**src/hdl/wpd_pkg.sv**
```systemverilog
`timescale 1ns / 1ps
// Shared types and constants of the wink pattern detector.
// No dependencies; every other file of the block refers to this package.

package wpd_pkg;

   localparam int EYE_COUNT_W = 4;
   localparam int CFG_W       = 4;
   localparam int CSR_ADDR_W  = 4;
   localparam int CSR_DATA_W  = 32;

   // History entry codes.
   localparam logic [1:0] CODE_ONE  = 2'd1;
   localparam logic [1:0] CODE_TWO  = 2'd2;
   localparam logic [1:0] CODE_MANY = 2'd3;

   // Register indexes (byte address divided by four).
   localparam logic [1:0] REG_OPEN_MIN = 2'd0;
   localparam logic [1:0] REG_OPEN_MAX = 2'd1;
   localparam logic [1:0] REG_WINK_MIN = 2'd2;
   localparam logic [1:0] REG_WINK_MAX = 2'd3;

   // Register reset values.
   localparam logic [CFG_W-1:0] OPEN_MIN_RST = 4'd3;
   localparam logic [CFG_W-1:0] OPEN_MAX_RST = 4'd12;
   localparam logic [CFG_W-1:0] WINK_MIN_RST = 4'd1;
   localparam logic [CFG_W-1:0] WINK_MAX_RST = 4'd7;

   typedef struct packed {
      logic [CFG_W-1:0] open_run_min_excl;
      logic [CFG_W-1:0] open_run_max_excl;
      logic [CFG_W-1:0] wink_run_min_excl;
      logic [CFG_W-1:0] wink_run_max_excl;
   } wpd_cfg_type;

   typedef enum logic [3:0] {
      ST_IDLE   = 4'b0001,
      ST_CHECK  = 4'b0010,
      ST_SCAN   = 4'b0100,
      ST_REPORT = 4'b1000
   } wpd_state_type;

   // Which run the scan is measuring.
   typedef enum logic [1:0] {
      PH_OPEN_A = 2'd0,
      PH_WINK   = 2'd1,
      PH_OPEN_B = 2'd2
   } wpd_phase_type;

   typedef struct packed {
      logic update;
      logic scan_start;
      logic report;
   } wpd_cmd_type;

   typedef struct packed {
      logic full;
      logic scan_done;
      logic match;
      logic out_free;
   } wpd_status_type;

endpackage

```
**src/hdl/wpd_if.sv**
```systemverilog
`timescale 1ns / 1ps
// Valid/ready channel interfaces for the request and response beats.
// Depends on wpd_pkg for the field widths.

interface wpd_req_if;
   logic                            valid;
   logic                            ready;
   logic [wpd_pkg::EYE_COUNT_W-1:0] eye_count;

   modport source (output valid, output eye_count, input ready);
   modport sink   (input valid, input eye_count, output ready);
endinterface

interface wpd_rsp_if;
   logic valid;
   logic ready;
   logic wink_seen;

   modport source (output valid, output wink_seen, input ready);
   modport sink   (input valid, input wink_seen, output ready);
endinterface

```
**src/hdl/wpd_csr.sv**
```systemverilog
`timescale 1ns / 1ps
// Configuration register file behind the APB-style port.
// Depends on wpd_pkg.

module wpd_csr (
   input  logic                           clock,
   input  logic                           reset,
   input  logic                           psel,
   input  logic                           penable,
   input  logic                           pwrite,
   input  logic [wpd_pkg::CSR_ADDR_W-1:0] paddr,
   input  logic [wpd_pkg::CSR_DATA_W-1:0] pwdata,
   output logic [wpd_pkg::CSR_DATA_W-1:0] prdata,
   output logic                           pready,
   output wpd_pkg::wpd_cfg_type           cfg
);

   wpd_pkg::wpd_cfg_type cfg_ff;
   logic [1:0]           reg_idx;
   logic                 wr_en;

   assign reg_idx = paddr[3:2];
   assign wr_en   = psel && penable && pwrite;
   assign pready  = 1'b1;
   assign cfg     = cfg_ff;

   always_ff @(posedge clock) begin
      if (reset) begin
         cfg_ff.open_run_min_excl <= wpd_pkg::OPEN_MIN_RST;
         cfg_ff.open_run_max_excl <= wpd_pkg::OPEN_MAX_RST;
         cfg_ff.wink_run_min_excl <= wpd_pkg::WINK_MIN_RST;
         cfg_ff.wink_run_max_excl <= wpd_pkg::WINK_MAX_RST;
      end else if (wr_en) begin
         case (reg_idx)
            wpd_pkg::REG_OPEN_MIN: cfg_ff.open_run_min_excl <= pwdata[wpd_pkg::CFG_W-1:0];
            wpd_pkg::REG_OPEN_MAX: cfg_ff.open_run_max_excl <= pwdata[wpd_pkg::CFG_W-1:0];
            wpd_pkg::REG_WINK_MIN: cfg_ff.wink_run_min_excl <= pwdata[wpd_pkg::CFG_W-1:0];
            wpd_pkg::REG_WINK_MAX: cfg_ff.wink_run_max_excl <= pwdata[wpd_pkg::CFG_W-1:0];
            default: ;
         endcase
      end
   end

   always_comb begin
      prdata = '0;
      case (reg_idx)
         wpd_pkg::REG_OPEN_MIN: prdata[wpd_pkg::CFG_W-1:0] = cfg_ff.open_run_min_excl;
         wpd_pkg::REG_OPEN_MAX: prdata[wpd_pkg::CFG_W-1:0] = cfg_ff.open_run_max_excl;
         wpd_pkg::REG_WINK_MIN: prdata[wpd_pkg::CFG_W-1:0] = cfg_ff.wink_run_min_excl;
         wpd_pkg::REG_WINK_MAX: prdata[wpd_pkg::CFG_W-1:0] = cfg_ff.wink_run_max_excl;
         default: prdata = '0;
      endcase
   end

endmodule

```
**src/hdl/wpd_ctrl.sv**
```systemverilog
`timescale 1ns / 1ps
// Sequencing state machine: accept, start scan, wait, hand the result over.
// Depends on wpd_pkg.

module wpd_ctrl (
   input  logic                    clock,
   input  logic                    reset,
   input  logic                    req_valid,
   output logic                    req_ready,
   input  wpd_pkg::wpd_status_type status,
   output wpd_pkg::wpd_cmd_type    cmd
);

   wpd_pkg::wpd_state_type state_ff;
   wpd_pkg::wpd_state_type state_in;

   assign req_ready = (state_ff == wpd_pkg::ST_IDLE);

   always_comb begin
      state_in       = state_ff;
      cmd.update     = 1'b0;
      cmd.scan_start = 1'b0;
      cmd.report     = 1'b0;
      case (state_ff)
         wpd_pkg::ST_IDLE: begin
            if (req_valid) begin
               cmd.update = 1'b1;
               state_in   = wpd_pkg::ST_CHECK;
            end
         end
         wpd_pkg::ST_CHECK: begin
            cmd.scan_start = 1'b1;
            state_in       = wpd_pkg::ST_SCAN;
         end
         wpd_pkg::ST_SCAN: begin
            if (status.scan_done) begin
               state_in = wpd_pkg::ST_REPORT;
            end
         end
         wpd_pkg::ST_REPORT: begin
            // Hold until the output register is free.
            if (status.out_free) begin
               cmd.report = 1'b1;
               state_in   = wpd_pkg::ST_IDLE;
            end
         end
         default: begin
            state_in = wpd_pkg::ST_IDLE;
         end
      endcase
   end

   always_ff @(posedge clock) begin
      if (reset) begin
         state_ff <= wpd_pkg::ST_IDLE;
      end else begin
         state_ff <= state_in;
      end
   end

endmodule

```
**src/hdl/wpd_dpath.sv**
```systemverilog
`timescale 1ns / 1ps
// Datapath: circular history memory, fill tracking, run-length scan unit
// and the response register. Depends on wpd_pkg.

module wpd_dpath #(
   parameter int WINDOW_LEN = 14
) (
   input  logic                            clock,
   input  logic                            reset,
   input  wpd_pkg::wpd_cmd_type            cmd,
   output wpd_pkg::wpd_status_type         status,
   input  wpd_pkg::wpd_cfg_type            cfg,
   input  logic [wpd_pkg::EYE_COUNT_W-1:0] eye_count,
   input  logic                            rsp_ready,
   output logic                            rsp_valid,
   output logic                            rsp_wink_seen
);

   localparam int PW = (WINDOW_LEN > 1) ? $clog2(WINDOW_LEN) : 1;
   localparam int CW = $clog2(WINDOW_LEN + 1);
   localparam int SW = PW + 1;
   localparam int BW = (CW > wpd_pkg::CFG_W) ? CW : wpd_pkg::CFG_W;
   localparam logic [CW-1:0] FULL_LVL = CW'(WINDOW_LEN);
   localparam logic [CW-1:0] LAST_LVL = CW'(WINDOW_LEN - 1);
   localparam logic [PW-1:0] LAST_PTR = PW'(WINDOW_LEN - 1);
   localparam logic [SW-1:0] WRAP_SUM = SW'(WINDOW_LEN);

   function automatic logic [PW-1:0] wrap_add(input logic [PW-1:0] a, input logic [PW-1:0] b);
      logic [SW-1:0] s;
      s = {1'b0, a} + {1'b0, b};
      if (s >= WRAP_SUM) begin
         s = s - WRAP_SUM;
      end
      return s[PW-1:0];
   endfunction

   function automatic logic in_bounds(input logic [CW-1:0] len,
                                      input logic [wpd_pkg::CFG_W-1:0] lo,
                                      input logic [wpd_pkg::CFG_W-1:0] hi);
      logic [BW-1:0] l;
      l = BW'(len);
      return (l > BW'(lo)) && (l < BW'(hi));
   endfunction

   logic [1:0]            hist_mem [WINDOW_LEN];
   logic [1:0]            rd_data_ff;
   logic [PW-1:0]         head_ff;
   logic [CW-1:0]         fill_ff;
   logic                  scan_active_ff;
   logic                  rd_valid_ff;
   logic [CW-1:0]         issue_ff;
   logic [CW-1:0]         eval_ff;
   wpd_pkg::wpd_phase_type phase_ff;
   logic [CW-1:0]         run_ff;
   logic                  match_ff;
   logic                  rsp_valid_ff;
   logic                  rsp_wink_ff;

   // Update path.
   logic                  full;
   logic [PW-1:0]         head_in;
   logic [CW-1:0]         fill_drop;
   logic [CW-1:0]         fill_in;
   logic [PW-1:0]         wr_addr;
   logic                  wr_en;
   logic [1:0]            wr_code;
   logic [PW-1:0]         rd_addr;
   logic                  issue_go;

   // Scan evaluation.
   logic [1:0]            exp_code;
   wpd_pkg::wpd_phase_type phase_in;
   logic [CW-1:0]         run_in;
   logic                  finish;
   logic                  win;

   assign full = (fill_ff == FULL_LVL);

   always_comb begin
      if (full) begin
         head_in   = (head_ff == LAST_PTR) ? '0 : head_ff + PW'(1);
         fill_drop = fill_ff - CW'(1);
      end else begin
         head_in   = head_ff;
         fill_drop = fill_ff;
      end
      wr_addr = wrap_add(head_in, fill_drop[PW-1:0]);
      wr_en   = cmd.update && (eye_count != '0);
      wr_code = (eye_count >= wpd_pkg::EYE_COUNT_W'(3)) ? wpd_pkg::CODE_MANY : eye_count[1:0];
      fill_in = wr_en ? fill_drop + CW'(1) : fill_drop;
   end

   assign issue_go = scan_active_ff && (issue_ff < FULL_LVL);
   assign rd_addr  = wrap_add(head_ff, issue_ff[PW-1:0]);

   always_comb begin
      exp_code = (phase_ff == wpd_pkg::PH_WINK) ? wpd_pkg::CODE_ONE : wpd_pkg::CODE_TWO;
      phase_in = phase_ff;
      run_in   = run_ff;
      finish   = 1'b0;
      win      = 1'b0;
      if (rd_data_ff == exp_code) begin
         run_in = run_ff + CW'(1);
      end else begin
         case (phase_ff)
            wpd_pkg::PH_OPEN_A: begin
               if (rd_data_ff == wpd_pkg::CODE_ONE &&
                   in_bounds(run_ff, cfg.open_run_min_excl, cfg.open_run_max_excl)) begin
                  phase_in = wpd_pkg::PH_WINK;
                  run_in   = CW'(1);
               end else begin
                  finish = 1'b1;
               end
            end
            wpd_pkg::PH_WINK: begin
               if (rd_data_ff == wpd_pkg::CODE_TWO &&
                   in_bounds(run_ff, cfg.wink_run_min_excl, cfg.wink_run_max_excl)) begin
                  phase_in = wpd_pkg::PH_OPEN_B;
                  run_in   = CW'(1);
               end else begin
                  finish = 1'b1;
               end
            end
            wpd_pkg::PH_OPEN_B: begin
               finish = 1'b1;
               win    = in_bounds(run_ff, cfg.open_run_min_excl, cfg.open_run_max_excl);
            end
            default: begin
               finish = 1'b1;
            end
         endcase
      end
      // The last entry closes whatever run is open.
      if (!finish && (eval_ff == LAST_LVL)) begin
         finish = 1'b1;
         win    = (phase_in == wpd_pkg::PH_OPEN_B) &&
                  in_bounds(run_in, cfg.open_run_min_excl, cfg.open_run_max_excl);
      end
   end

   always_ff @(posedge clock) begin
      if (wr_en) begin
         hist_mem[wr_addr] <= wr_code;
      end
      rd_data_ff <= hist_mem[rd_addr];
   end

   always_ff @(posedge clock) begin
      if (reset) begin
         head_ff        <= '0;
         fill_ff        <= '0;
         scan_active_ff <= 1'b0;
         rd_valid_ff    <= 1'b0;
         issue_ff       <= '0;
         eval_ff        <= '0;
         phase_ff       <= wpd_pkg::PH_OPEN_A;
         run_ff         <= '0;
         match_ff       <= 1'b0;
         rsp_valid_ff   <= 1'b0;
      end else begin
         if (cmd.update) begin
            head_ff <= head_in;
            fill_ff <= fill_in;
         end else if (cmd.report && match_ff) begin
            fill_ff <= '0;
         end

         if (cmd.scan_start) begin
            scan_active_ff <= full;
            rd_valid_ff    <= 1'b0;
            issue_ff       <= '0;
            eval_ff        <= '0;
            phase_ff       <= wpd_pkg::PH_OPEN_A;
            run_ff         <= '0;
            match_ff       <= 1'b0;
         end else if (scan_active_ff) begin
            // A finishing entry stops the read pipeline as well.
            rd_valid_ff <= issue_go && !(rd_valid_ff && finish);
            if (issue_go) begin
               issue_ff <= issue_ff + CW'(1);
            end
            if (rd_valid_ff) begin
               if (finish) begin
                  scan_active_ff <= 1'b0;
                  match_ff       <= win;
               end else begin
                  phase_ff <= phase_in;
                  run_ff   <= run_in;
                  eval_ff  <= eval_ff + CW'(1);
               end
            end
         end

         if (cmd.report) begin
            rsp_valid_ff <= 1'b1;
         end else if (rsp_ready) begin
            rsp_valid_ff <= 1'b0;
         end
      end
   end

   always_ff @(posedge clock) begin
      if (cmd.report) begin
         rsp_wink_ff <= match_ff;
      end
   end

   assign rsp_valid     = rsp_valid_ff;
   assign rsp_wink_seen = rsp_wink_ff;

   assign status.full      = full;
   assign status.scan_done = !scan_active_ff;
   assign status.match     = match_ff;
   assign status.out_free  = !rsp_valid_ff || rsp_ready;

endmodule

```
**src/hdl/wink_pattern_detector_core.sv**
```systemverilog
`timescale 1ns / 1ps
// Wink pattern detector top level: register file, controller and datapath.
// The response beat is offered once the controller has stepped through accept, scan
// start, scan and report; a full window is scanned with one memory read per entry.
// A new request beat is accepted only after the previous item has been reported.
// Reset (synchronous, active high) empties the history and loads the register defaults.
// Depends on wpd_pkg, wpd_if, wpd_csr, wpd_ctrl and wpd_dpath.

module wink_pattern_detector_core #(
   parameter int WINDOW_LEN = 14
) (
   input  logic                           clock,
   input  logic                           reset,
   wpd_req_if.sink                        req,
   wpd_rsp_if.source                      rsp,
   input  logic                           psel,
   input  logic                           penable,
   input  logic                           pwrite,
   input  logic [wpd_pkg::CSR_ADDR_W-1:0] paddr,
   input  logic [wpd_pkg::CSR_DATA_W-1:0] pwdata,
   output logic [wpd_pkg::CSR_DATA_W-1:0] prdata,
   output logic                           pready
);

   // The history is a circular buffer in a small memory: a head pointer marks
   // the oldest entry and a fill level counts valid entries. Dropping the
   // oldest entry only moves the head, so a sliding window costs at most one
   // write per beat. Entries beyond the fill level are never read, so the
   // memory needs no clearing after reset or after a wink.
   //
   // When the window is full the scan unit walks it oldest first, one entry
   // per cycle, measuring three runs in turn: both eyes, one eye, both eyes.
   // Each run closes as soon as a different code appears, and its length is
   // checked against the exclusive bounds right there; a failed check ends
   // the scan early with no match.
   //
   // The response sits in an output register, so a pending response beat
   // does not stop the next request beat from being accepted.

   wpd_pkg::wpd_cfg_type    cfg;
   wpd_pkg::wpd_cmd_type    cmd;
   wpd_pkg::wpd_status_type status;

   wpd_csr u_csr (
      .clock   (clock),
      .reset   (reset),
      .psel    (psel),
      .penable (penable),
      .pwrite  (pwrite),
      .paddr   (paddr),
      .pwdata  (pwdata),
      .prdata  (prdata),
      .pready  (pready),
      .cfg     (cfg)
   );

   wpd_ctrl u_ctrl (
      .clock     (clock),
      .reset     (reset),
      .req_valid (req.valid),
      .req_ready (req.ready),
      .status    (status),
      .cmd       (cmd)
   );

   wpd_dpath #(
      .WINDOW_LEN (WINDOW_LEN)
   ) u_dpath (
      .clock         (clock),
      .reset         (reset),
      .cmd           (cmd),
      .status        (status),
      .cfg           (cfg),
      .eye_count     (req.eye_count),
      .rsp_ready     (rsp.ready),
      .rsp_valid     (rsp.valid),
      .rsp_wink_seen (rsp.wink_seen)
   );

`ifndef NO_ASSERTIONS
   // A new response is never loaded over one that has not been taken.
   a_no_overwrite: assert property (@(posedge clock) disable iff (reset)
      cmd.report |-> status.out_free)
      else $error("response loaded while previous beat pending");

   // Only one item is in work at a time.
   a_one_in_flight: assert property (@(posedge clock) disable iff (reset)
      (req.valid && req.ready) |=> !req.ready)
      else $error("request accepted while an item is in work");

   // A reported wink empties the history.
   a_clear_on_wink: assert property (@(posedge clock) disable iff (reset)
      (cmd.report && status.match) |=> !status.full)
      else $error("history not emptied after wink");

   // Every report follows a completed scan.
   a_report_after_scan: assert property (@(posedge clock) disable iff (reset)
      cmd.report |-> status.scan_done)
      else $error("report issued while scan still running");
`endif

endmodule
```
**src/flat_wrapper.sv**
```systemverilog
// flat-port wrapper written by rule: the top's interface ports become plain ports
module wink_pattern_detector_core_flat 
#(
   parameter int WINDOW_LEN = 14
)
  (clock, reset, psel, penable, pwrite, paddr, pwdata, prdata, pready, req_valid, req_eye_count, req_ready, rsp_valid, rsp_wink_seen, rsp_ready);
  wpd_req_if req_i ();
  wpd_rsp_if rsp_i ();
  input  logic clock;
  input  logic reset;
  input  logic psel;
  input  logic penable;
  input  logic pwrite;
  input  logic [wpd_pkg::CSR_ADDR_W-1:0] paddr;
  input  logic [wpd_pkg::CSR_DATA_W-1:0] pwdata;
  output logic [wpd_pkg::CSR_DATA_W-1:0] prdata;
  output logic pready;
  input wire logic [$bits(req_i.valid)-1:0] req_valid;
  input wire logic [$bits(req_i.eye_count)-1:0] req_eye_count;
  output wire logic [$bits(req_i.ready)-1:0] req_ready;
  output wire logic [$bits(rsp_i.valid)-1:0] rsp_valid;
  output wire logic [$bits(rsp_i.wink_seen)-1:0] rsp_wink_seen;
  input wire logic [$bits(rsp_i.ready)-1:0] rsp_ready;
  assign req_i.valid = req_valid;
  assign req_i.eye_count = req_eye_count;
  assign req_ready = req_i.ready;
  assign rsp_valid = rsp_i.valid;
  assign rsp_wink_seen = rsp_i.wink_seen;
  assign rsp_i.ready = rsp_ready;
  wink_pattern_detector_core #(.WINDOW_LEN(WINDOW_LEN)) u_core (.clock(clock), .reset(reset), .req(req_i), .rsp(rsp_i), .psel(psel), .penable(penable), .pwrite(pwrite), .paddr(paddr), .pwdata(pwdata), .prdata(prdata), .pready(pready));
endmodule
```
**config.mk**
```make
export PLATFORM = sky130hd
export DESIGN_NAME = wink_pattern_detector_core_flat
export DESIGN_NICKNAME = d
export VERILOG_FILES = /design/src/hdl/wpd_pkg.sv /design/src/hdl/wpd_if.sv /design/src/hdl/wpd_csr.sv /design/src/hdl/wpd_ctrl.sv /design/src/hdl/wpd_dpath.sv /design/src/hdl/wink_pattern_detector_core.sv /design/src/flat_wrapper.sv
export SDC_FILE = /design/constraint.sdc
export NUM_CORES = 1
export LEC_CHECK = 0
export ABC_AREA = 1
export BUFFER_PORTS_ARGS = -buffer_cell sky130_fd_sc_hd__buf_2
export CAP_MARGIN = 0
export CORE_MARGIN = 2
export CORE_UTILIZATION = 40
export CTS_CLUSTER_DIAMETER = 80
export DETAILED_ROUTE_END_ITERATION = 6
export PLACE_DENSITY = 0.67
export SYNTH_ARGS = -nofsm -noshare
export SYNTH_HDL_FRONTEND = slang
export SYNTH_SLANG_ARGS = --single-unit
```
**constraint.sdc**
```tcl
create_clock -name clock -period 10.5 [get_ports clock]
set_input_delay 2.1 -clock clock [delete_from_list [all_inputs] [get_ports clock]]
set_output_delay 2.1 -clock clock [all_outputs]
set_load 0.05 [all_outputs]
```
; ---- Word level (Yosys, flattened, before mapping)
; Memories as Yosys holds them, arrays and structs flattened. A register that Yosys moved wholly into a read port is not among the register bits.
; Index checks and enable logic that the tools add are counted.
[op_classes]
reduce_logical = 32
multipliers = 0
eq_ne = 19
magnitude_cmp = 10
shift = 0
n_div = 0
mux = 44
n_addsub = 10
bitwise = 1
[op_table]
columns = op, n
row1 = 2-to-1 mux 4 bit, 14
row2 = one-hot mux 4 bit (4 select lines), 2
row3 = "adder 4 x 1 -> 4 bit, second input constant", 5
row4 = 2-to-1 mux 1 bit, 20
row5 = "== test 4 bit, second input constant", 4
row6 = logical AND 1 bit, 14
row7 = > comparator 4 bit, 3
row8 = < comparator 4 bit, 3
row9 = adder 4 x 4 -> 5 bit, 2
row10 = "== test 2 bit, second input constant", 5
row11 = ">= comparator 5 x 4 -> 1 bit, second input constant", 2
row12 = 2-to-1 mux 2 bit, 5
row13 = AND reduction 2 bit, 5
row14 = AND reduction 3 bit, 3
row15 = one-hot mux 4 bit (2 select lines), 1
row16 = "subtractor 4 bit, second input constant", 2
row17 = "== test 2 x 1 -> 1 bit, second input constant", 3
row18 = "== test 4 x 1 -> 1 bit, second input constant", 1
row19 = "== test 4 x 2 -> 1 bit, second input constant", 1
row20 = "== test 4 x 3 -> 1 bit, second input constant", 1
row21 = ">= comparator 4 x 2 -> 1 bit, second input constant", 1
row22 = zero test 2 bit, 2
row23 = "< comparator 4 bit, second input constant", 1
row24 = "inequality test 2 bit, second input constant", 2
row25 = 11 further kinds, 14
[word_totals]
elab_cells = 133
mem_bits_rw = 28
inputBits = 47
romBits = 0
out_inout_bits = 36
memories = 1
latchBits = 0
register_bits = 47
[memory_table]
columns = name, words, width, read_ports, rd_clocked_by_memory_dff, write_ports, line
row1 = u_core.u_dpath.hist_mem, 14, 2, 1, 1, 1, wpd_dpath.sv:45  ; logic [1:0] hist_mem [WINDOW_LEN];

; ---- Logic depth before layout (Yosys ltp)
; Gate-level depths: netlist of run 1.
[logic_depth]
word_depth = 13
mapped_depth = 20
ltp_nobuf = 20

; ---- Cells and area by module
; From an unflattened synthesis of run 1, not the netlist that was laid out.
[unflattened]
cells_unflattened = 661
area_unflattened_um2 = 4989.8
[by_module_without_submodules]
columns = mod, instances, seq_area_each_um2, area_per_inst_um2, cells_per_inst
row1 = wpd_dpath, 1, 1431.4, 3759.9, 471
row2 = wpd_csr, 1, 320.3, 987.2, 151
row3 = wpd_ctrl, 1, 80.1, 242.7, 39

; ---- Worst setup path after synthesis of run 1
; OpenSTA, ideal clock, no wires.
[synth_path]
kind = input to output
start = input port paddr[3] (netlist bit)
end = output port prdata[1] (netlist bit)
arrival_ps = 3380
required_ps = 8400
slack_ps = 5020
path_buffers = 0
stages = 3
path_cell_list = nor2_1 > inv_1 > o21ai_0
[synth_via]
elab_chain_cells = 2
elab_cells_between_ends = 5
cone_classes = eq/ne (3) / mux (1) / reduce/logical (1)
[synth_rtl]
columns = item, line
row1 = from (decl), flat_wrapper.sv:14  ; input logic [wpd_pkg::CSR_ADDR_W-1:0] paddr;
row2 = "== test 2 bit, or another cell as far along", wpd_csr.sv:46  ; case (reg_idx)
row3 = one-hot mux 4 bit (4 select lines) *, wpd_csr.sv:46
row4 = to (decl), flat_wrapper.sv:16  ; output logic [wpd_pkg::CSR_DATA_W-1:0] prdata;
; Mark *: on every way between the ends. The rest lies on a longest branch, timed or not.

; ---- Worst setup path in the final report of run 1
; Ends and elaborated chain as after synthesis.

==> results.cfg, run 1 <==
[sta]
setup-violations-final = 0
skew_ps = 9.04
rsz0062_at_grt = no
hold_viol = 0
tightest_slew_ps = 798
min_period_ps = 5160
setup-tns-final_ps = 0
slew_violations = 0
period_share = 0.492
slew_headroom = 0.468
max_freq_ghz = 0.194

[synth]
synth-xor-area-share = 0.0264
syn_avg_cell_area_sq_um = 8.01
async_flop_share = 0
synth_compound_area_frac = 0.121
ys_types = 47
synth_top_family_by_area = simple AND/OR/NAND/NOR gates
yosys.area.top_type_share = 0.199
netlist_instances = 604
yosys-top-cells-count = 98 x nand2_1, 82 x inv_1, 51 x nor2_1
ys_seq_area_frac = 0.379
synthTopCellsByArea = dfxtp_1 20%, edfxtp_1 18%, ha_1 9.8%, nand2_1 7.6%, inv_1 6.4%
yosysMostFrequentCell = nand2_1
synth-edff-count = 29
yosys.area.top_type = dfxtp_1
yosys.area_share.simple = 0.209
ys.flop_type = dfxtp_1
synthAdderAreaFrac = 0.107
syn_area_sq_um = 4840
ys_ff_latch = 77
muxShareOfSynthArea = 0.0248
yosys_warnings = 0

[cts]
path_clk_slew_ps = 70
cts_max_path_buffers = 2
cts.htree.levels = 3
cts_hold_buf = 0
tritoncts = yes
worst_skew_pair.late_latency_ps = 350
cts_resized = 0
numClockSinks = 77
cts_root_buf = clkbuf_16
cts_buffers = 9
post_cts_buffers = 0

[routing]
routed_wl_mm = 9.78
vias = 3913
ant_nets = 0
viasPerCell = 5.01
drtPass1Iterations = 4
wl_per_cell_microns = 12.5
drtIter0Drc = 231
drc_errors = 0

[power_and_ir_drop]
p_leak_nw = 2.38
ir_drop_mv = 0.105
power_per_cell_area_nw_per_um2 = 144

[die]
core_area_sq_um = 11900
start_util = 0.406
fp.dieArea_sq_um = 13000
die_h_microns = 114
io_pins = 83
rows = 40
die_x_microns = 114

[finish]
fin_area_sq_um = 5290
utilization = 0.444
drive_above_1_share = 0.115
nNetsFinal = 716
n_antenna_cell = 0
areaGrowthSynthToFinish_pct = 9.26
n_fill_cell = 1167

[global_routing]
grt_pass1_vias = 3695
busiest_layer = met2
grt.overflow.total = 0
gr-usage-met3 = 0.0340
use_met2 = 0.286
grt_start_max_net_pins = 22
antenna_found_initial = 0
grt_pass1_wl_mm = 16.2
track_usage = 0.156
grt.met1_usage = 0.177

[setup_path]
crit_fanout = 4
crit_start = paddr[3]
start_kind = input port
max_stage_delay_ps = 290
reg2reg_from = u_core.u_dpath.fill_ff[0]
path_buf_inv = 4
end_kind = output pin
arrival_ps = 3060
worst-path-stages = 8
required_ps = 8400
path_class = in -> out
path_cells = buf_2 -> inv_1 -> nor2_1 -> inv_1 -> o22ai_1 -> a21oi_1 -> o21ai_0 -> buf_2
crit_family = buffers and inverters
rr_worst_depth = 17
crit_path_top_delay_cell = buf_2

[worst_hold_path]
whs_path_depth = 2
worstHoldStart = u_core.u_dpath.issue_ff[3]
hold_path.class = reg -> reg

[placement]
gp_congestion = 0.845
placed_area_sq_um = 4990
portBuffers = 23
dp_hpwl_mm = 7.36

[job]
maxCapViolCount = 0

[outcome]
status = completed
-- through the flow --
step	instances	hold slack, ps	setup WS, ps	power, W
6_report	781	483	5340	0.000759
5_1_grt	781	507	5220	0.000789
4_1_cts	781	487	5350	0.000761
3_5_place_dp	765	472	5360	0.000452
3_3_place_gp	765	466	5400	0.000449
2_1_floorplan	631	445	5020	0.000437
-- layout make-up --
type,instances,area (sq um),share of cell area
inverter,98,384,0.0727
multi-input combinational,420,2470,0.468
timing repair buffer,23,115,0.0218
clock buffer,9,225,0.0426
clock inverter,7,73.8,0.0140
tap,147,184,0.0348
sequential,77,1830,0.347
-- registers in the layout, summed over array words and instances (netlist names) --
register / count
u_core.u_dpath.run_ff: 4
u_core.u_dpath.rd_data_ff: 2
u_core.u_dpath.phase_ff: 2
u_core.u_dpath.hist_mem: 28
u_core.u_dpath.eval_ff: 4
u_core.u_dpath.head_ff: 4
u_core.u_ctrl.state_ff: 4
u_core.u_dpath.fill_ff: 4
u_core.u_dpath.rd_valid_ff: 1
u_core.u_dpath.issue_ff: 4
u_core.u_dpath.rsp_wink_seen: 1
u_core.u_dpath.rsp_valid: 1
u_core.u_dpath.match_ff: 1
u_core.u_csr.cfg: 16
u_core.u_dpath.scan_active_ff: 1
-- routing by layer --
metal	vias up	part of all wire
met4	0	0.017
met1	1816	0.43
met2	80	0.52
met3	14	0.035
li1	2003	-
met5	-	0
-- where the power goes --
part	internal (W)	switching (W)	leakage, nW
combinational	0.0000339	0.0000890	1.59
sequential	0.000318	0.00000586	0.646
clock	0.000169	0.000144	0.148
-- layout by cell type (no fill, tap or decap), types with 3 or more instances in the layout --
master / instances
inv_1: 82
buf_2: 23
dfxtp_1: 48
nand2_1: 98
o211ai_1: 8
mux2i_1: 12
conb_1: 29
nor2_1: 51
inv_2: 14
o22ai_1: 6
nor3_1: 8
xor2_1: 8
edfxtp_1: 29
o21ai_2: 3
a21oi_1: 45
ha_1: 38
o21ai_0: 22
inv_6: 4
nand3_1: 44
o21ai_1: 13
clkbuf_16: 9
nand4_1: 6
-- logic make-up after synthesis --
logic type                 count (synthesis)
muxes                                     12
DFF                                       77
AOI/OAI and AO/OA                        105
xor gates and xnor gates                  12
buffers and inverters                    134
and+or+nand+nor                          222
other                                      2
adders and majority gates                 40
-- worst register-to-register path, delay by kind of cell, from the launching register on --
kind            cells  cell delay, ps
simple gates        6            1160
fa+ha+maj           4             960
xor+xnor            2             590
flops               1             320
buf+inv             4             290
compound gates      1             140
-- path summary, 6_finish.rpt --
check | endpoint | slack [ps]
worst max-delay path | prdata[1] | 5340
worst min-delay path | u_core.u_dpath.issue_ff[3] | 480
worst max register to register | u_core.u_dpath.hist_mem[12][0] | 6720
worst min register to register | u_core.u_dpath.issue_ff[3] | 480
(Power assumes the default switching activity.)
==> run 2, diff against run 1 <==
--- a/config.mk
+++ b/config.mk
@@ -5,14 +5,14 @@
 export SDC_FILE = /design/constraint.sdc
 export NUM_CORES = 1
 export LEC_CHECK = 0
-export ABC_AREA = 1
+export ABC_AREA = 0
 export BUFFER_PORTS_ARGS = -buffer_cell sky130_fd_sc_hd__buf_2
 export CAP_MARGIN = 0
 export CORE_MARGIN = 2
 export CORE_UTILIZATION = 40
 export CTS_CLUSTER_DIAMETER = 80
 export DETAILED_ROUTE_END_ITERATION = 6
-export PLACE_DENSITY = 0.67
+export PLACE_DENSITY = 0.69
 export SYNTH_ARGS = -nofsm -noshare
 export SYNTH_HDL_FRONTEND = slang
 export SYNTH_SLANG_ARGS = --single-unit
==> constraint.sdc (replaced) <==
create_clock -name clock -period 4.7 [get_ports clock]
set_input_delay 0.94 -clock clock [delete_from_list [all_inputs] [get_ports clock]]
set_output_delay 0.94 -clock clock [all_outputs]
set_load 0.05 [all_outputs]
==> run 2 against run 1 <==
Effect of this change:
- critical path depth is 7 higher
- clock skew decreased by 2.4 ps
- via count grew 0.28%
- die area rose by 3.0%
- largest cell class unchanged
- core utilization rose by 0.28 points
- synthesized area up 3.2%
- sequential power grew 120%
- design area is 2.3% higher
- register-to-register slack got worse by 6200 ps
==> results.cfg, run 2 <==
[outcome]
status = completed

[placement]
gp_congestion = 0.858
dp_hpwl_mm = 7.77
dp_cells = 707
portBuffers = 23

[routing]
drtIter0Drc = 211
ant_nets = 0
routed_wl_mm = 10.4
viasPerCell = 5.43
drtPass1Iterations = 5
vias = 3924
drc_errors = 0
wl_per_cell_microns = 14.3

[job]
maxCapViolCount = 0

[finish]
largest_register = u_core.u_dpath.hist_mem
final_cells = 723
largest_register_ffs = 28
final_cell_mix = 56 x nor2_1, 48 x dfxtp_1, 38 x nand2_1, 38 x ha_1, 33 x a21oi_1
n_antenna_cell = 0
layout_commonest_cell = nor2_1
drive_above_1_share = 0.108
areaGrowthSynthToFinish_pct = 8.37
nNetsFinal = 637

[synth]
ys.flop_type = dfxtp_1
async_flop_share = 0
yosys_warnings = 0
ys_ff_latch = 77
synth-edff-count = 29
yosys-top-cells-count = 56 x nor2_1, 48 x dfxtp_1, 38 x ha_1, 38 x nand2_1, 33 x a21oi_1
netlist_instances = 533
yosys.area.top_type_share = 0.193
syn_area_sq_um = 4990
yosys.area.top_type = dfxtp_1
ys_seq_area_frac = 0.367
yosysMostFrequentCell = nor2_1
synthTopCellsByArea = dfxtp_1 19%, edfxtp_1 17%, ha_1 9.5%, mux2i_1 5.2%, buf_4 4.4%
syn_avg_cell_area_sq_um = 9.36
ys_types = 64

[setup_path]
crit_fanout = 12
path_class = reg -> reg
arrival_ps = 4490
end_kind = flop
start_kind = flop
required_ps = 4980

[sta]
hold_viol = 0
min_period_ps = 4210
tightest_slew_ps = 922
setup-tns-final_ps = 0
slew_headroom = 0.370
rsz0062_at_grt = no
setup-violations-final = 0
skew_ps = 6.59
slew_violations = 0
max_freq_ghz = 0.238
period_share = 0.896

[cts]
cts_root_buf = clkbuf_16
cts_max_path_buffers = 2
path_clk_slew_ps = 60
numClockSinks = 77
cts_buffers = 9
cts_resized = 0
cts.htree.levels = 3
worst_skew_pair.late_latency_ps = 330
tritoncts = yes
post_cts_buffers = 0
cts_hold_buf = 0

[die]
fp.dieArea_sq_um = 13400
start_util = 0.412
core_area_sq_um = 12100
die_h_microns = 116
io_pins = 83
die_x_microns = 116
rows = 40

[worst_hold_path]
hold_path.class = reg -> reg

[power_and_ir_drop]
ir_drop_mv = 0.176
power_per_cell_area_nw_per_um2 = 286
p_leak_nw = 2.21
total_power_w = 0.00155

[global_routing]
grt.overflow.total = 0
grt_pass1_wl_mm = 17.5
antenna_found_initial = 0
grt_start_max_net_pins = 29
grt_pass1_vias = 3665
track_usage = 0.165
run 2: metal layers:
metal  wire [microns]  track usage
met1             4700        0.224
met2             4860        0.265
met3              576       0.0303
met4              214       0.0587
met5                0            0
run 2: power by group:
part | leakage (nW) | internal [W] | switching, W | total (W)
clock network | 0.140 | 0.000410 | 0.000269 | 0.000679
logic | 1.43 | 0.0000364 | 0.000124 | 0.000160
registers | 0.643 | 0.000700 | 0.00000782 | 0.000708
run 2: layout make-up:
type	instances	area (sq um)
Clock inverter	6	63.8
Sequential cell	77	1830
Inverter	30	113
Clock buffer	10	229
Tap cell	168	210
Fill cell	1173	6700
Timing Repair Buffer	24	123
Multi-Input combinational cell	408	2840
run 2: worst paths after layout:
kind / slack, ps / end / startpoint / cells past startpoint
max: 490 / u_core.u_dpath.match_ff / u_core.u_dpath.run_ff[0] / 15
min: 470 / u_core.u_dpath.rsp_wink_seen / u_core.u_dpath.match_ff / 0
max reg2reg: 490 / u_core.u_dpath.match_ff / u_core.u_dpath.run_ff[0] / 15
min reg2reg: 470 / u_core.u_dpath.rsp_wink_seen / u_core.u_dpath.match_ff / 0
run 2: cell families (layout without fill, tap and decap cells):
kind of cell               after synthesis  count (layout)  synth area share
and+or+nand+nor                        174             174             0.171
AOI/OAI and AO/OA                      117             117             0.159
DFF                                     77              77             0.367
buffers and inverters                   75              70            0.0845
adders and majority gates               40              40             0.103
muxes                                   37              37            0.0890
xor gates and xnor gates                11              11            0.0246
other                                    2              29           0.00150
run 2: critical path, cell delays in order (launching register included):
cell and delay (ps):
dfxtp_1 580, inv_1 120, ha_1 210, nor2b_1 110, o21a_1 110, o21ai_0 90
a2111oi_0 850, a211oi_1 330, a22o_1 300, ha_1 310, nor2b_1 120, o21ai_0 70
nand2b_1 80, a21oi_1 60, nor4_1 500, o221a_2 290
run 2: stage by stage:
step / worst slack, ps / area (sq um) / hold WS [ps] / util
floorplan: 1090 / 5090 / 431 / -
global placement: 681 / 5120 / 451 / 0.422
detailed placement: 558 / 5120 / 450 / 0.422
CTS: 559 / 5410 / 470 / 0.447
global route: 195 / 5410 / 491 / 0.447
finish: 491 / 5410 / 470 / 0.447
==> run 3, diff against run 2 <==
--- a/config.mk
+++ b/config.mk
@@ -10,9 +10,10 @@
 export CAP_MARGIN = 0
 export CORE_MARGIN = 2
 export CORE_UTILIZATION = 40
-export CTS_CLUSTER_DIAMETER = 80
+export CTS_CLUSTER_DIAMETER = 150
 export DETAILED_ROUTE_END_ITERATION = 6
 export PLACE_DENSITY = 0.69
+export RECOVER_POWER = 100
 export SYNTH_ARGS = -nofsm -noshare
 export SYNTH_HDL_FRONTEND = slang
 export SYNTH_SLANG_ARGS = --single-unit
==> run 3 against run 2 <==
Effect of this change:
- worst hold slack improved by 2.8 ps
- wire length grew 0.54%
- critical endpoint is now u_core.u_dpath.rd_data_ff[0]
- highest routed layer unchanged
- clock power barely moved
- largest cell class unchanged
- clock skew rose by 0.88 ps
==> results.cfg, run 3 (synthesized netlist as in run 2, its figures left out) <==
[setup_path]
crit_fanout = 13
required_ps = 4960
arrival_ps = 4580
start_kind = flop
end_kind = flop
path_class = reg -> reg

[placement]
dp_hpwl_mm = 7.77
portBuffers = 23
gp_congestion = 0.858
placed_area_sq_um = 5120

[power_and_ir_drop]
power_per_cell_area_nw_per_um2 = 287
ir_drop_mv = 0.175
p_leak_nw = 2.18

[routing]
drc_errors = 0
vias = 3909
viasPerCell = 5.41
drtIter0Drc = 208
drtPass1Iterations = 5
routed_wl_mm = 10.4
wl_per_cell_microns = 14.4
ant_nets = 0

[global_routing]
antenna_found_initial = 0
track_usage = 0.165
grt_pass1_wl_mm = 17.5
grt_start_max_net_pins = 29
grt_pass1_vias = 3665
grt.overflow.total = 0

[sta]
tightest_slew_ps = 1170
max_freq_ghz = 0.232
skew_ps = 7.47
slew_violations = 0
setup-tns-final_ps = 0
period_share = 0.919
rsz0062_at_grt = no
setup-violations-final = 0
slew_headroom = 0.217
hold_viol = 0
min_period_ps = 4320

[cts]
cts_max_path_buffers = 2
post_cts_buffers = 0
cts_buffers = 9
tritoncts = yes
cts_resized = 0
worst_skew_pair.late_latency_ps = 330
cts_hold_buf = 0
cts_root_buf = clkbuf_16
numClockSinks = 77
cts.htree.levels = 3
path_clk_slew_ps = 60

[finish]
fin_area_sq_um = 5390
final_cell_mix = 56 x nor2_1, 48 x dfxtp_1, 38 x nand2_1, 38 x ha_1, 33 x a21oi_1
largest_register = u_core.u_dpath.hist_mem
layout_commonest_cell = nor2_1
n_antenna_cell = 0
utilization = 0.445
largest_register_ffs = 28
drive_above_1_share = 0.0883
nNetsFinal = 637
areaGrowthSynthToFinish_pct = 8.05
n_fill_cell = 1176

[die]
die_h_microns = 116
die_x_microns = 116
io_pins = 83
start_util = 0.412
rows = 40
fp.dieArea_sq_um = 13400
core_area_sq_um = 12100

[worst_hold_path]
hold_path.class = reg -> reg

[outcome]
status = completed

[job]
maxCapViolCount = 0
[run 3: cell types whose count changed in the layout (fill, tap and decap cells not counted), sizes merged]
| cell | before | now |
|---|---|---|
| clkbuf | 10 | 20 |
| buf | 24 | 14 |
[run 3: layout make-up]
cell class              instances  area (sq um)  share of cell area
clock buffers                  10           229              0.0425
flip-flops and latches         77          1830               0.340
inverters                      30           113              0.0209
clock inverters                 6          63.8              0.0118
repair buffers                 24           110              0.0204
well taps                     168           210              0.0390
multi-input cells             408          2840               0.526
[run 3: stage by stage]
| stage | power (W) | hold WS [ps] | worst slack [ps] | std cells |
|---|---|---|---|---|
| floorplan | 0.000870 | 431 | 1090 | 560 |
| global placement | 0.000878 | 451 | 681 | 707 |
| detailed placement | 0.000881 | 450 | 558 | 707 |
| CTS | 0.00156 | 470 | 559 | 723 |
| global route | 0.00160 | 491 | 195 | 723 |
| finish | 0.00155 | 473 | 382 | 723 |
[run 3: critical path, cell delays in order, from the launching register on]
cell,delay [ps]
dfxtp_1,360
ha_1,250
fa_1,530
xor2_2,230
ha_1,260
a2111oi_1,690
or4_1,650
mux2_1,500
a2111oi_0,540
a221oi_1,100
o21ai_1,120
[run 3: routing by layer]
metal,part of all wire,up-vias,track usage
li1,-,1915,-
met1,0.46,1853,0.224
met2,0.47,127,0.265
met3,0.047,14,0.0303
met4,0.018,0,0.0587
met5,0,-,0
[run 3: path summary, 6_finish.rpt]
path / startpoint / slack (ps) / endpoint / cells after the start
worst max-delay path: u_core.u_dpath.head_ff[0] / 380 / u_core.u_dpath.rd_data_ff[0] / 10
worst min-delay path: u_core.u_dpath.match_ff / 470 / u_core.u_dpath.rsp_wink_seen / 0
worst max register to register: u_core.u_dpath.head_ff[0] / 380 / u_core.u_dpath.rd_data_ff[0] / 10
worst min register to register: u_core.u_dpath.match_ff / 470 / u_core.u_dpath.rsp_wink_seen / 0
[run 3: report_power, final]
part / internal (W) / switching (W)
sequential: 0.000700 / 0.00000790
clock: 0.000410 / 0.000271
combinational: 0.0000349 / 0.000124
total: 0.00114 / 0.000403
